### src/rtl/stq_pkg.sv
// ----------------------------------------------------------------------------
// stq_pkg
// Shared types and constants of the sorted timeout queue: field widths,
// request kinds, result status codes and default sizes.
// ----------------------------------------------------------------------------
package stq_pkg;

  // default sizes
  localparam int SLOTS_DEF = 16;

  // field widths
  localparam int TICK_W  = 32;
  localparam int TAG_W   = 8;
  localparam int SLOT_W  = 4;   // slot_to_remove and result slot
  localparam int COUNT_W = 5;   // active_count
  localparam int STAT_W  = 3;
  localparam int OP_W    = 2;

  // stream data layout, lowest bit first
  localparam int IN_DATA_BITS  = TICK_W + SLOT_W + TAG_W + TICK_W;
  localparam int IN_DATA_W     = ((IN_DATA_BITS + 7) / 8) * 8;
  localparam int OUT_DATA_BITS = SLOT_W + STAT_W + COUNT_W;
  localparam int OUT_DATA_W    = ((OUT_DATA_BITS + 7) / 8) * 8;

  // request kinds
  typedef enum logic [OP_W-1:0] {
    OP_CREATE = 2'd0,
    OP_REMOVE = 2'd1,
    OP_POLL   = 2'd2
  } op_t;

  // result status codes
  typedef enum logic [STAT_W-1:0] {
    ST_CREATED      = 3'd0,
    ST_FULL         = 3'd1,
    ST_REMOVED      = 3'd2,
    ST_EMPTY        = 3'd3,
    ST_TAG_MISMATCH = 3'd4,
    ST_NOT_FOUND    = 3'd5,
    ST_EXPIRED      = 3'd6,
    ST_NONE_DUE     = 3'd7
  } status_t;

endpackage

### src/rtl/sorted_timeout_queue.sv
// ----------------------------------------------------------------------------
// sorted_timeout_queue
// Timeout slots kept in a deadline-sorted singly linked list held in RAM.
// ----------------------------------------------------------------------------
// Usage:
//   Requests arrive on the s_axis channel: tuser carries the kind (create,
//   remove, poll), tdata the deadline, slot, owner tag and current tick.
//   Results leave on m_axis: slot, status and active count in tdata, tlast
//   on the final result of a request. Create and remove give one result,
//   a poll gives one result per expired head, or a single "none due".
//   Requests are taken one at a time; s_axis_tready is high whenever the
//   sequencer is idle, even while a result still waits in the output
//   register.
//   The sequencer steps through one list node per cycle against the
//   registered reads of the deadline/link RAMs; a poll step waits while
//   a result is held in a stalled output register.
//   Reset clears list head, count, busy and tag-valid flags at once; no
//   clearing pass over the RAMs is needed. A stalled m_axis receiver holds
//   the sequencer at its next result until the output register frees up.
// ----------------------------------------------------------------------------
module sorted_timeout_queue #(
  parameter int SLOTS = stq_pkg::SLOTS_DEF
) (
  input  logic                            clk,
  input  logic                            rst,
  // request channel
  input  logic                            s_axis_tvalid,
  output logic                            s_axis_tready,
  // tdata: deadline[31:0], slot_to_remove[35:32], owner_tag[43:36], now[75:44]
  input  logic [stq_pkg::IN_DATA_W-1:0]   s_axis_tdata,
  // tuser: operation[1:0]
  input  logic [stq_pkg::OP_W-1:0]        s_axis_tuser,
  // result channel
  output logic                            m_axis_tvalid,
  input  logic                            m_axis_tready,
  // tdata: slot[3:0], status[6:4], active_count[11:7]
  output logic [stq_pkg::OUT_DATA_W-1:0]  m_axis_tdata,
  output logic                            m_axis_tlast
);

  localparam int IDX_W  = $clog2(SLOTS);
  localparam int LINK_W = $clog2(SLOTS + 1);
  localparam int CNT_W  = LINK_W;
  localparam logic [LINK_W-1:0] NONE = LINK_W'(SLOTS);

  // field offsets in the request data
  localparam int D_LO   = 0;
  localparam int T_LO   = D_LO + stq_pkg::TICK_W;
  localparam int G_LO   = T_LO + stq_pkg::SLOT_W;
  localparam int N_LO   = G_LO + stq_pkg::TAG_W;

  typedef enum logic [8:0] {
    S_IDLE   = 9'b000000001,
    S_C_CMP  = 9'b000000010,
    S_C_LNK1 = 9'b000000100,
    S_C_LNK2 = 9'b000001000,
    S_R_TAG  = 9'b000010000,
    S_R_WALK = 9'b000100000,
    S_P_CHK  = 9'b001000000,
    S_P_LAST = 9'b010000000,
    S_EMIT   = 9'b100000000
  } state_t;

  // request fields
  logic [stq_pkg::TICK_W-1:0] in_deadline;
  logic [stq_pkg::SLOT_W-1:0] in_slot;
  logic [stq_pkg::TAG_W-1:0]  in_tag;
  logic [stq_pkg::TICK_W-1:0] in_now;
  stq_pkg::op_t               in_op;

  assign in_deadline = s_axis_tdata[D_LO +: stq_pkg::TICK_W];
  assign in_slot     = s_axis_tdata[T_LO +: stq_pkg::SLOT_W];
  assign in_tag      = s_axis_tdata[G_LO +: stq_pkg::TAG_W];
  assign in_now      = s_axis_tdata[N_LO +: stq_pkg::TICK_W];
  assign in_op       = stq_pkg::op_t'(s_axis_tuser);

  // control registers
  state_t              state, state_next;
  logic [LINK_W-1:0]   head, head_next;
  logic [CNT_W-1:0]    count, count_next;
  logic [SLOTS-1:0]    busy, busy_next;
  logic [SLOTS-1:0]    tag_vld, tag_vld_next;
  logic                have_pend, have_pend_next;
  logic                out_valid;

  // working registers
  logic [IDX_W-1:0]           cur, cur_next;        // slot being created/removed
  logic [IDX_W-1:0]           prev, prev_next;      // list predecessor
  logic [LINK_W-1:0]          succ, succ_next;      // candidate successor
  logic                       at_head, at_head_next;
  logic [LINK_W-1:0]          t_next, t_next_next;  // link of removed slot
  logic [IDX_W-1:0]           pend, pend_next;      // expired slot awaiting output
  logic [stq_pkg::TICK_W-1:0] req_d, req_d_next;
  logic [stq_pkg::TAG_W-1:0]  req_tag, req_tag_next;
  logic [stq_pkg::TICK_W-1:0] now_q, now_q_next;
  logic [stq_pkg::SLOT_W-1:0] e_slot, e_slot_next;
  stq_pkg::status_t           e_status, e_status_next;

  // output register
  logic [stq_pkg::SLOT_W-1:0]  out_slot;
  stq_pkg::status_t            out_status;
  logic [stq_pkg::COUNT_W-1:0] out_count;
  logic                        out_last;

  // load strobe for the output register
  logic                        ld;
  logic [stq_pkg::SLOT_W-1:0]  ld_slot;
  stq_pkg::status_t            ld_status;
  logic                        ld_last;
  logic                        can_emit;

  // RAM ports
  logic                       rd_en;
  logic [IDX_W-1:0]           rd_addr;
  logic [stq_pkg::TICK_W-1:0] rd_dl;
  logic [LINK_W-1:0]          rd_link;
  logic [stq_pkg::TAG_W-1:0]  rd_tag;
  logic                       link_we;
  logic [IDX_W-1:0]           link_wa;
  logic [LINK_W-1:0]          link_wd;
  logic                       slot_we;

  // lowest idle slot
  logic             free_found;
  logic [IDX_W-1:0] free_idx;

  always_comb begin
    free_found = 1'b0;
    free_idx   = '0;
    for (int k = SLOTS - 1; k >= 0; k--) begin
      if (!busy[k]) begin
        free_found = 1'b1;
        free_idx   = IDX_W'(k);
      end
    end
  end

  // memories: deadline, link and tag per slot
  stq_ram #(.WIDTH(stq_pkg::TICK_W), .DEPTH(SLOTS)) u_deadline_ram (
    .clk     (clk),
    .wr_en   (slot_we),
    .wr_addr (cur),
    .wr_data (req_d),
    .rd_en   (rd_en),
    .rd_addr (rd_addr),
    .rd_data (rd_dl)
  );

  stq_ram #(.WIDTH(LINK_W), .DEPTH(SLOTS)) u_link_ram (
    .clk     (clk),
    .wr_en   (link_we),
    .wr_addr (link_wa),
    .wr_data (link_wd),
    .rd_en   (rd_en),
    .rd_addr (rd_addr),
    .rd_data (rd_link)
  );

  stq_ram #(.WIDTH(stq_pkg::TAG_W), .DEPTH(SLOTS)) u_tag_ram (
    .clk     (clk),
    .wr_en   (slot_we),
    .wr_addr (cur),
    .wr_data (req_tag),
    .rd_en   (rd_en),
    .rd_addr (rd_addr),
    .rd_data (rd_tag)
  );

  assign can_emit      = !out_valid || m_axis_tready;
  assign s_axis_tready = (state == S_IDLE);

  // sequencer
  always_comb begin
    logic [stq_pkg::TAG_W-1:0] stored_tag;
    logic                      adv;
    logic                      expired;

    state_next     = state;
    head_next      = head;
    count_next     = count;
    busy_next      = busy;
    tag_vld_next   = tag_vld;
    have_pend_next = have_pend;
    cur_next       = cur;
    prev_next      = prev;
    succ_next      = succ;
    at_head_next   = at_head;
    t_next_next    = t_next;
    pend_next      = pend;
    req_d_next     = req_d;
    req_tag_next   = req_tag;
    now_q_next     = now_q;
    e_slot_next    = e_slot;
    e_status_next  = e_status;

    rd_en     = 1'b0;
    rd_addr   = '0;
    link_we   = 1'b0;
    link_wa   = '0;
    link_wd   = '0;
    slot_we   = 1'b0;
    ld        = 1'b0;
    ld_slot   = '0;
    ld_status = stq_pkg::ST_CREATED;
    ld_last   = 1'b1;

    stored_tag = tag_vld[cur] ? rd_tag : '0;
    adv        = at_head ? !(req_d < rd_dl) : (req_d > rd_dl);
    expired    = (rd_dl < now_q);

    unique case (state)
      S_IDLE: begin
        if (s_axis_tvalid) begin
          unique case (in_op)
            stq_pkg::OP_CREATE: begin
              req_d_next   = in_deadline;
              req_tag_next = in_tag;
              if (!free_found) begin
                e_slot_next   = '0;
                e_status_next = stq_pkg::ST_FULL;
                state_next    = S_EMIT;
              end else begin
                cur_next     = free_idx;
                succ_next    = head;
                at_head_next = 1'b1;
                if (head == NONE) begin
                  state_next = S_C_LNK1;
                end else begin
                  rd_en      = 1'b1;
                  rd_addr    = IDX_W'(head);
                  state_next = S_C_CMP;
                end
              end
            end
            stq_pkg::OP_REMOVE: begin
              req_tag_next = in_tag;
              e_slot_next  = in_slot;
              if (head == NONE) begin
                e_status_next = stq_pkg::ST_EMPTY;
                state_next    = S_EMIT;
              end else if (32'(in_slot) >= 32'(SLOTS)) begin
                e_status_next = stq_pkg::ST_NOT_FOUND;
                state_next    = S_EMIT;
              end else begin
                cur_next   = IDX_W'(in_slot);
                rd_en      = 1'b1;
                rd_addr    = IDX_W'(in_slot);
                state_next = S_R_TAG;
              end
            end
            stq_pkg::OP_POLL: begin
              now_q_next     = in_now;
              have_pend_next = 1'b0;
              if (head == NONE) begin
                e_slot_next   = '0;
                e_status_next = stq_pkg::ST_NONE_DUE;
                state_next    = S_EMIT;
              end else begin
                rd_en      = 1'b1;
                rd_addr    = IDX_W'(head);
                state_next = S_P_CHK;
              end
            end
            default: ; // unused kind: dropped, no result
          endcase
        end
      end

      // compare new deadline against node succ; step on or stop
      S_C_CMP: begin
        if (adv) begin
          prev_next    = IDX_W'(succ);
          succ_next    = rd_link;
          at_head_next = 1'b0;
          if (rd_link == NONE) begin
            state_next = S_C_LNK1;
          end else begin
            rd_en   = 1'b1;
            rd_addr = IDX_W'(rd_link);
          end
        end else begin
          state_next = S_C_LNK1;
        end
      end

      // write the new slot and its forward link
      S_C_LNK1: begin
        slot_we           = 1'b1;
        link_we           = 1'b1;
        link_wa           = cur;
        link_wd           = succ;
        tag_vld_next[cur] = 1'b1;
        if (at_head) begin
          head_next       = LINK_W'(cur);
          busy_next[cur]  = 1'b1;
          count_next      = count + 1'b1;
          e_slot_next     = stq_pkg::SLOT_W'(cur);
          e_status_next   = stq_pkg::ST_CREATED;
          state_next      = S_EMIT;
        end else begin
          state_next = S_C_LNK2;
        end
      end

      // point the predecessor at the new slot
      S_C_LNK2: begin
        link_we        = 1'b1;
        link_wa        = prev;
        link_wd        = LINK_W'(cur);
        busy_next[cur] = 1'b1;
        count_next     = count + 1'b1;
        e_slot_next    = stq_pkg::SLOT_W'(cur);
        e_status_next  = stq_pkg::ST_CREATED;
        state_next     = S_EMIT;
      end

      // tag and busy check; head removal done here
      S_R_TAG: begin
        if (stored_tag != req_tag) begin
          e_status_next = stq_pkg::ST_TAG_MISMATCH;
          state_next    = S_EMIT;
        end else if (!busy[cur]) begin
          e_status_next = stq_pkg::ST_NOT_FOUND;
          state_next    = S_EMIT;
        end else if (head == LINK_W'(cur)) begin
          head_next      = rd_link;
          busy_next[cur] = 1'b0;
          count_next     = count - 1'b1;
          e_status_next  = stq_pkg::ST_REMOVED;
          state_next     = S_EMIT;
        end else begin
          t_next_next = rd_link;
          prev_next   = IDX_W'(head);
          rd_en       = 1'b1;
          rd_addr     = IDX_W'(head);
          state_next  = S_R_WALK;
        end
      end

      // find the predecessor and splice around the slot
      S_R_WALK: begin
        if (rd_link == LINK_W'(cur)) begin
          link_we        = 1'b1;
          link_wa        = prev;
          link_wd        = t_next;
          busy_next[cur] = 1'b0;
          count_next     = count - 1'b1;
          e_status_next  = stq_pkg::ST_REMOVED;
          state_next     = S_EMIT;
        end else if (rd_link == NONE) begin
          e_status_next = stq_pkg::ST_NOT_FOUND;
          state_next    = S_EMIT;
        end else begin
          prev_next = IDX_W'(rd_link);
          rd_en     = 1'b1;
          rd_addr   = IDX_W'(rd_link);
        end
      end

      // check head; the previous pop goes out once its successor is known
      S_P_CHK: begin
        if (can_emit) begin
          if (have_pend) begin
            ld        = 1'b1;
            ld_slot   = stq_pkg::SLOT_W'(pend);
            ld_status = stq_pkg::ST_EXPIRED;
            ld_last   = !expired;
          end else if (!expired) begin
            ld        = 1'b1;
            ld_slot   = '0;
            ld_status = stq_pkg::ST_NONE_DUE;
          end
          if (expired) begin
            pend_next                 = IDX_W'(head);
            have_pend_next            = 1'b1;
            head_next                 = rd_link;
            busy_next[IDX_W'(head)]   = 1'b0;
            count_next                = count - 1'b1;
            if (rd_link == NONE) begin
              state_next = S_P_LAST;
            end else begin
              rd_en   = 1'b1;
              rd_addr = IDX_W'(rd_link);
            end
          end else begin
            state_next = S_IDLE;
          end
        end
      end

      // list ran dry: the last pop is the final result
      S_P_LAST: begin
        if (can_emit) begin
          ld         = 1'b1;
          ld_slot    = stq_pkg::SLOT_W'(pend);
          ld_status  = stq_pkg::ST_EXPIRED;
          state_next = S_IDLE;
        end
      end

      // single result
      S_EMIT: begin
        if (can_emit) begin
          ld         = 1'b1;
          ld_slot    = e_slot;
          ld_status  = e_status;
          state_next = S_IDLE;
        end
      end

      default: state_next = S_IDLE;
    endcase
  end

  // control state
  always_ff @(posedge clk) begin
    if (rst) begin
      state     <= S_IDLE;
      head      <= NONE;
      count     <= '0;
      busy      <= '0;
      tag_vld   <= '0;
      have_pend <= 1'b0;
      out_valid <= 1'b0;
    end else begin
      state     <= state_next;
      head      <= head_next;
      count     <= count_next;
      busy      <= busy_next;
      tag_vld   <= tag_vld_next;
      have_pend <= have_pend_next;
      if (ld) begin
        out_valid <= 1'b1;
      end else if (m_axis_tready) begin
        out_valid <= 1'b0;
      end
    end
  end

  // payload
  always_ff @(posedge clk) begin
    cur      <= cur_next;
    prev     <= prev_next;
    succ     <= succ_next;
    at_head  <= at_head_next;
    t_next   <= t_next_next;
    pend     <= pend_next;
    req_d    <= req_d_next;
    req_tag  <= req_tag_next;
    now_q    <= now_q_next;
    e_slot   <= e_slot_next;
    e_status <= e_status_next;
    if (ld) begin
      out_slot   <= ld_slot;
      out_status <= ld_status;
      out_count  <= stq_pkg::COUNT_W'(count);
      out_last   <= ld_last;
    end
  end

  assign m_axis_tvalid = out_valid;
  assign m_axis_tlast  = out_last;
  assign m_axis_tdata  = stq_pkg::OUT_DATA_W'({out_count, out_status, out_slot});

`ifndef NO_ASSERTIONS
  // linked count tracks the busy flags
  a_count_busy: assert property (@(posedge clk) disable iff (rst)
    $countones(busy) == int'(count))
    else $error("count does not match busy slots");

  // empty list exactly when count is zero
  a_head_empty: assert property (@(posedge clk) disable iff (rst)
    (head == NONE) == (count == '0))
    else $error("head marker and count disagree");

  // a linked head is always a busy slot
  a_head_busy: assert property (@(posedge clk) disable iff (rst)
    (head != NONE) |-> busy[IDX_W'(head)])
    else $error("head slot is not busy");

  // a held result is never overwritten
  a_no_overwrite: assert property (@(posedge clk) disable iff (rst)
    ld |-> (!out_valid || m_axis_tready))
    else $error("output register loaded while stalled");

  // a new request only starts from idle
  a_start_idle: assert property (@(posedge clk) disable iff (rst)
    (s_axis_tvalid && s_axis_tready) |-> (state == S_IDLE))
    else $error("request taken outside idle");
`endif

endmodule

### src/rtl/stq_ram.sv
// ----------------------------------------------------------------------------
// stq_ram
// Generic single-write, single-read synchronous RAM with registered read.
// Read data holds while rd_en is low.
// ----------------------------------------------------------------------------
module stq_ram #(
  parameter int WIDTH = stq_pkg::TICK_W,
  parameter int DEPTH = stq_pkg::SLOTS_DEF,
  localparam int AW   = $clog2(DEPTH)
) (
  input  logic             clk,
  input  logic             wr_en,
  input  logic [AW-1:0]    wr_addr,
  input  logic [WIDTH-1:0] wr_data,
  input  logic             rd_en,
  input  logic [AW-1:0]    rd_addr,
  output logic [WIDTH-1:0] rd_data
);

  logic [WIDTH-1:0] mem [DEPTH];

  // write port
  always_ff @(posedge clk) begin
    if (wr_en) begin
      mem[wr_addr] <= wr_data;
    end
  end

  // registered read port
  always_ff @(posedge clk) begin
    if (rd_en) begin
      rd_data <= mem[rd_addr];
    end
  end

endmodule

### config.mk
export PLATFORM = sky130hd
export DESIGN_NAME = sorted_timeout_queue
export DESIGN_NICKNAME = d
export VERILOG_FILES = /design/src/rtl/stq_pkg.sv /design/src/rtl/sorted_timeout_queue.sv /design/src/rtl/stq_ram.sv
export SDC_FILE = /design/constraint.sdc
export NUM_CORES = 1
export LEC_CHECK = 0
export BUFFER_PORTS_ARGS = -buffer_cell sky130_fd_sc_hd__buf_2
export CAP_MARGIN = 20
export CORE_MARGIN = 3
export CORE_UTILIZATION = 40
export CTS_CLUSTER_DIAMETER = 120
export DETAILED_ROUTE_END_ITERATION = 8
export SETUP_SLACK_MARGIN = 0.05
export SYNTH_ARGS = -nofsm -noshare
export SYNTH_HDL_FRONTEND = slang
export SYNTH_SLANG_ARGS = --single-unit
### constraint.sdc
create_clock -name clk -period 7.4 [get_ports clk]
set_clock_uncertainty 0.2 [all_clocks]
set_input_delay 0.37 -clock clk [delete_from_list [all_inputs] [get_ports clk]]
set_output_delay 0.37 -clock clk [all_outputs]
set_load 0.01 [all_outputs]
; Yosys cells after proc, flatten, opt, wreduce, memory -nomap -nowiden
; Memories as Yosys holds them, arrays and structs flattened. A register that Yosys moved wholly into a read port is not among the register bits.
; Index checks and enable logic that the tools add are counted.
[op_classes]
order_cmp = 7
n_shift = 0
n_div = 0
n_addsub = 2
muxes = 183
eq_ne = 42
n_reduce_logical = 35
multipliers = 0
n_bitwise = 8
[op_table]
columns = cell, count
row1 = $mux W4, 45
row2 = $mux W9, 16
row3 = $mux W16, 7
row4 = $mux W5, 18
row5 = $pmux W16 S5, 1
row6 = $pmux W4 S3, 6
row7 = $pmux W9 S8, 1
row8 = $lt A32 B32 Y1, 2
row9 = $mux W1, 52
row10 = $mux W3, 16
row11 = $and A16 B16 Y16, 2
row12 = $gt A32 B32 Y1, 1
row13 = $not A16 Y16, 2
row14 = $or A16 B16 Y16, 2
row15 = $pmux W5 S3, 2
row16 = $ne A2 B2 Y1 const B, 14
row17 = $pmux W9 S3, 1
row18 = $pmux W5 S5, 1
row19 = $reduce_and A7 Y1, 3
row20 = $pmux W4 S5, 1
row21 = $ne A3 B3 Y1 const B, 6
row22 = $pmux W3 S3, 2
row23 = $pmux W3 S5, 1
row24 = $reduce_and A3 Y1, 5
row25 = other kinds (42), 70
[word_totals]
latch_bits = 0
out_inout_bits = 19
memories = 3
wordCells = 302
reg_bits = 168
ramBits = 720
romBits = 0
in_bits = 86
[memory_table]
columns = memory, depth, width, rd, rd_ports_with_merged_regs, write_ports, line_no
row1 = u_deadline_ram.mem, 16, 32, 1, 1, 1, stq_ram.sv:20  ; logic [WIDTH-1:0] mem [DEPTH];
row2 = u_tag_ram.mem, 16, 8, 1, 1, 1, stq_ram.sv:20
row3 = u_link_ram.mem, 16, 5, 1, 1, 1, stq_ram.sv:20

; Longest topological paths before layout
[depth]
word_depth = 20
ltp_mapped = 16
mapped_depth_nobuf = 13

; Modules after synthesis
; A second synthesis with hierarchy kept.
[hier_totals]
hier_cells = 2172
hier_area_um2 = 38130.3
[modules_own_cells]
columns = mod, cells_per_inst, instances, area_each_um2, seq_area_each_um2
row1 = stq_ram (u_deadline_ram), 838, 1, 20174.3, 16335.7
row2 = sorted_timeout_queue, 950, 1, 9465.3, 4514.3
row3 = stq_ram (u_tag_ram), 229, 1, 5227.5, 4083.9
row4 = stq_ram (u_link_ram), 155, 1, 3263.1, 2552.4

; Worst setup path after synthesis
; No wires, ideal clock.
[synth_path]
path_kind = register to register
from = register state[8]
to = memory u_deadline_ram.mem[14][0] (netlist name), enable pin
path_stages_with_launch = 10
setup_ns = 0.489
arrival_time_ns = 5.075
slack_ns = 1.636
path_buffers = 2
period_less_slack_ns = 5.764
required_time_ns = 6.711
cell_sequence = dfxtp_1 clkbuf_1 or4_1 nor4_1 nand3b_1 nor2_1 or2_2 clkbuf_1 a32oi_1 nor3_1
[synth_via]
elab_chain_len = 4
[synth_lines]
columns = element, line_no
row1 = from (decl), sorted_timeout_queue.sv:78  ; state_t state, state_next;
row2 = from (signal assigned), sorted_timeout_queue.sv:426  ; state <= state_next;
row3 = $eq A9 B3 Y1, sorted_timeout_queue.sv:211  ; unique case (state)
row4 = $mux W1, sorted_timeout_queue.sv:211
row5 = $mux W1, stq_ram.sv:24  ; if (wr_en) begin
row6 = $mux W1 (implied by the code), stq_ram.sv:25  ; mem[wr_addr] <= wr_data;
row7 = to (decl), stq_ram.sv:20
; Every way passes these cells.

; Worst setup path after layout
[layout_path]
from = register req_d[23] (netlist name)
to = register u_link_ram.rd_data[2] (read register of u_link_ram.mem), data pin
[layout_via]
elab_chain_len = 5
elab_cells_between_ends = 8
classes_between = order compare: 2 / mux: 5 / reduce/logical: 1
[layout_lines]
columns = element, line_no
row1 = from (decl), sorted_timeout_queue.sv:93  ; logic [stq_pkg::TICK_W-1:0] req_d, req_d_next;
row2 = from (signal assigned), sorted_timeout_queue.sv:448  ; req_d <= req_d_next;
row3 = $lt A32 B32 Y1, sorted_timeout_queue.sv:208  ; adv = at_head ? !(req_d < rd_dl) : (req_d > rd_dl);
row4 = $logic_not A1 Y1, sorted_timeout_queue.sv:208
row5 = $mux W1 (*), sorted_timeout_queue.sv:208
row6 = $mux W4 / $mux W1 (equally long branches), sorted_timeout_queue.sv:271  ; if (adv) begin
row7 = $pmux W4 S5 / $pmux W1 S5 (equally long branches), sorted_timeout_queue.sv:211
row8 = to (decl), stq_ram.sv:17  ; output logic [WIDTH-1:0] rd_data
; Every way passes the cells marked *; elsewhere a longest branch is shown, timed or not.
; A chain may end at the register's enable or synchronous reset.

==> results by group <==
Synth
  – Sequential-to-total area share from yosys stat: 69.1%
  – Avg Synthesized Cell Area: 14.9 um2
  – Flops & latches, synth: 933
  – Most used DFF post-synth: edfxtp_1
  – Ys async rst share: 0%
  – Yosys warnings: 0
  – Unique masters post-synth: 79
  – Cells after Synth: 2662
  – EDFF count, synth: 880
  – Post-Syn Area: 39800 um2

Cells and area
  – Non-Filler Instances: 4181
  – Share of cells above drive strength 1: 12.7%
  – Most frequent cells in the layout: edfxtp_1, mux2i_1, o2111ai_1
  – Fin nets: 2975
  – Design area: 45800 um2
  – Syn-to-layout area delta: 15.1%
  – Most common cell after layout, fill and taps aside: edfxtp_1
  – Antenna Cells: 0

Critical path
  – Kind of critical path: register to register
  – Required @ worst endpoint: 7.59 ns
  – Stages on worst setup path: 13
  – Crit end category: register
  – Worst-path fanout max: 19
  – CP max stage cell: a221o_2
  – Startpoint types: register
  – Crit path DAT: 6.11 ns
  – Buffers and inverters on the worst path: 2
  – Reg2Reg Depth: 13
  – R2R Setup Slk: 1.48 ns
  – Crit path max-delay family: simple AND/OR/NAND/NOR gates
  – CP peak stage delay: 0.66 ns
  – Crit path cell chain: ha_1 -> and4_1 -> and4_1 -> nand4_1 -> and3_1 -> a32o_1 -> or3_1 -> a221o_2 -> buf_4 -> nand3_1 -> buf_4 -> o22ai_1 -> or4_1

Drt
  – Met3 wire len: 7150 um
  – Via density: 5.87
  – WL per Instance: 25.8 um
  – Post-route ant nets: 0
  – Top Metal Used: met4
  – First drt pass iteration count: 6
  – DRC: 0
  – Routed WL: 108000 um
  – Drt initial violations: 2602
  – Wl on met1: 46300 um
  – Via Count: 24500
  – Met2 routed WL: 52000 um

Placed design
  – HPWL Detailed: 63400 um
  – Pre-CTS setup slack: 1.50 ns
  – Post-Place Cells: 3924
  – IO buf count: 96
  – Gpl congestion: 0.904
  – Post-Place Cell Area: 41900 um2

Floorplanning
  – DIE WIDTH: 321 um
  – Core area: 98600 um2
  – Row cnt: 115
  – Initial Utilization: 40.4%
  – Die Span Y: 321 um
  – IO Count: 105
  – Die area: 103000 um2

GRT
  – Vias in the first global route: 24200
  – GRT overflow: 0
  – Largest net degree at the start of global routing: 117
  – First-pass GRT wire length: 159000 um
  – Total GRT Usage: 20.6%
  – Initial antenna violation count: 1

Clocking
  – CTS clock-pin slew for the worst setup and hold paths: 0.06 ns
  – Clk sinks: 933
  – H-tree depth: 3
  – PostCTS Resize Cnt: 0
  – Longest Clk Path Bufs: 3
  – Worst-Skew Late Latency: 0.66 ns
  – CTS tree: built
  – Setup bufs post-CTS: 0
  – CTS Buf Count: 98
  – Root buffer cell: clkbuf_16

Min path
  – Hold Path Cell Cnt: 3
  – Worst min path class: input pin to register

Power
  – Overall power: 11200 uW
  – Leak Pwr: 0.0146 uW
  – Maximum vdd drop: 0.000166 V
  – Power Dens Cells: 245 nW/um2

Timing
  – RSZ-0062 raised after global routing: no
  – Fin. Hold Viols: 0
  – Pins Over Slew Limit: 0
  – Total negative slack: 0 ns
  – Highest Clock Rate: 0.169 GHz
  – Worst Tran Pin Value: 1.17 ns
  – Slack of the critical path: 1.48 ns
  – Period utilization: 80.0%
  – Final min period: 5.92 ns
  – Slew HR: 21.8%
  – Final setup vio count: 0

Run
  – Max-cap violations: 0

Run status
  – Outcome: complete, no violations
==> synth_stat cells, types with 11 or more instances <==
master	count	share of area, %
nand3_1	37	0.47
o21ai_0	38	0.48
a21oi_1	43	0.54
nor3b_1	109	2.1
a211oi_1	17	0.32
nor2_1	103	0.97
xnor2_1	12	0.26
o2111ai_1	145	3.2
edfxtp_1	880	66
o21a_1	111	2.1
or3_1	47	0.74
buf_2	63	0.79
nor4_1	14	0.22
or4_1	11	0.21
nand2b_1	12	0.19
clkbuf_1	114	1.1
nand4_1	13	0.20
nand2_1	79	0.75
inv_1	83	0.78
and3_1	13	0.20
ha_1	71	2.2
mux2i_1	260	6.5
dfxtp_1	53	2.7
o22ai_1	109	1.7
nor3_1	23	0.29
a41oi_1	16	0.35
==> sequential cells by signal, indices dropped and copies added (netlist names), 5 cells and up <==
| register | count |
|---|---|
| u_deadline_ram.mem | 512 |
| u_tag_ram.mem | 128 |
| u_link_ram.mem | 80 |
| now_q | 32 |
| req_d | 32 |
| u_deadline_ram.rd_data | 32 |
| busy | 16 |
| tag_vld | 16 |
| state | 9 |
| req_tag | 8 |
| u_tag_ram.rd_data | 8 |
| count | 5 |
| head | 5 |
| out_count | 5 |
| succ | 5 |
| t_next | 5 |
| u_link_ram.rd_data | 5 |
==> power breakdown <==
part,internal (uW),leakage [uW],total (uW),switching [uW]
Clock,2760,0.00151,4760,2000
Sequential,5870,0.00823,5970,99.4
Combinational,188,0.00482,507,318
==> stage by stage <==
stage / hold WS [ns] / util, %
3_3_place_gp: 0.240 / 42.5
6_report: 0.153 / 46.5
2_1_floorplan: 0.206 / -
5_1_grt: 0.0998 / 46.5
3_5_place_dp: 0.243 / 42.5
4_1_cts: 0.0730 / 46.4
==> metal layers <==
metal | vias up | global-route usage [%]
met1 | 12500 | 28.7
met5 | - | 0
li1 | 10900 | -
met4 | 0 | 5.43
met2 | 975 | 34.2
met3 | 179 | 2.86
==> cell families after synthesis <==
| logic type | after synthesis | share of synthesized area [%] |
|---|---|---|
| AOI/OAI and AO/OA | 574 | 10.7 |
| xor gates and xnor gates | 17 | 0.374 |
| adders and majority gates | 72 | 2.28 |
| buffers and inverters | 278 | 2.93 |
| DFF | 933 | 69.1 |
| muxes | 278 | 7.34 |
| other | 1 | 0.00943 |
| and+or+nand+nor | 509 | 7.25 |
==> worst register-to-register path, stage by stage, from the launching register on <==
cell and delay [ns]:
edfxtp_1 0.62, ha_1 0.43, and4_1 0.33, and4_1 0.42
nand4_1 0.25, and3_1 0.25, a32o_1 0.32, or3_1 0.56
a221o_2 0.66, buf_4 0.35, nand3_1 0.19, buf_4 0.40
o22ai_1 0.14, or4_1 0.55
==> area by class of cell <==
class | instances | area (um2)
Clock buffer | 129 | 2610
Clock inverter | 48 | 473
Fill cell | 8439 | 52800
Inverter | 84 | 320
Multi-Input combinational cell | 1454 | 11400
Sequential cell | 933 | 27500
Tap cell | 1287 | 1610
Timing Repair Buffer | 246 | 1940
==> what timing repair did <==
action,4_1_cts,5_1_grt
setup endpoints to repair,0,0
hold endpoints to repair,82,0
hold buffers,78,0
==> final timing paths <==
path,startpoint,endpoint
max,req_d[23]$_DFFE_PP_,u_link_ram.rd_data[2]$_DFFE_PP_
min reg2reg,count[4]$_SDFFE_PP0P_,out_count[4]$_DFFE_PP_
max reg2reg,req_d[23]$_DFFE_PP_,u_link_ram.rd_data[2]$_DFFE_PP_
min,s_axis_tuser[1],e_status[2]$_DFFE_PP_
Power figures use the tool's default switching activity.
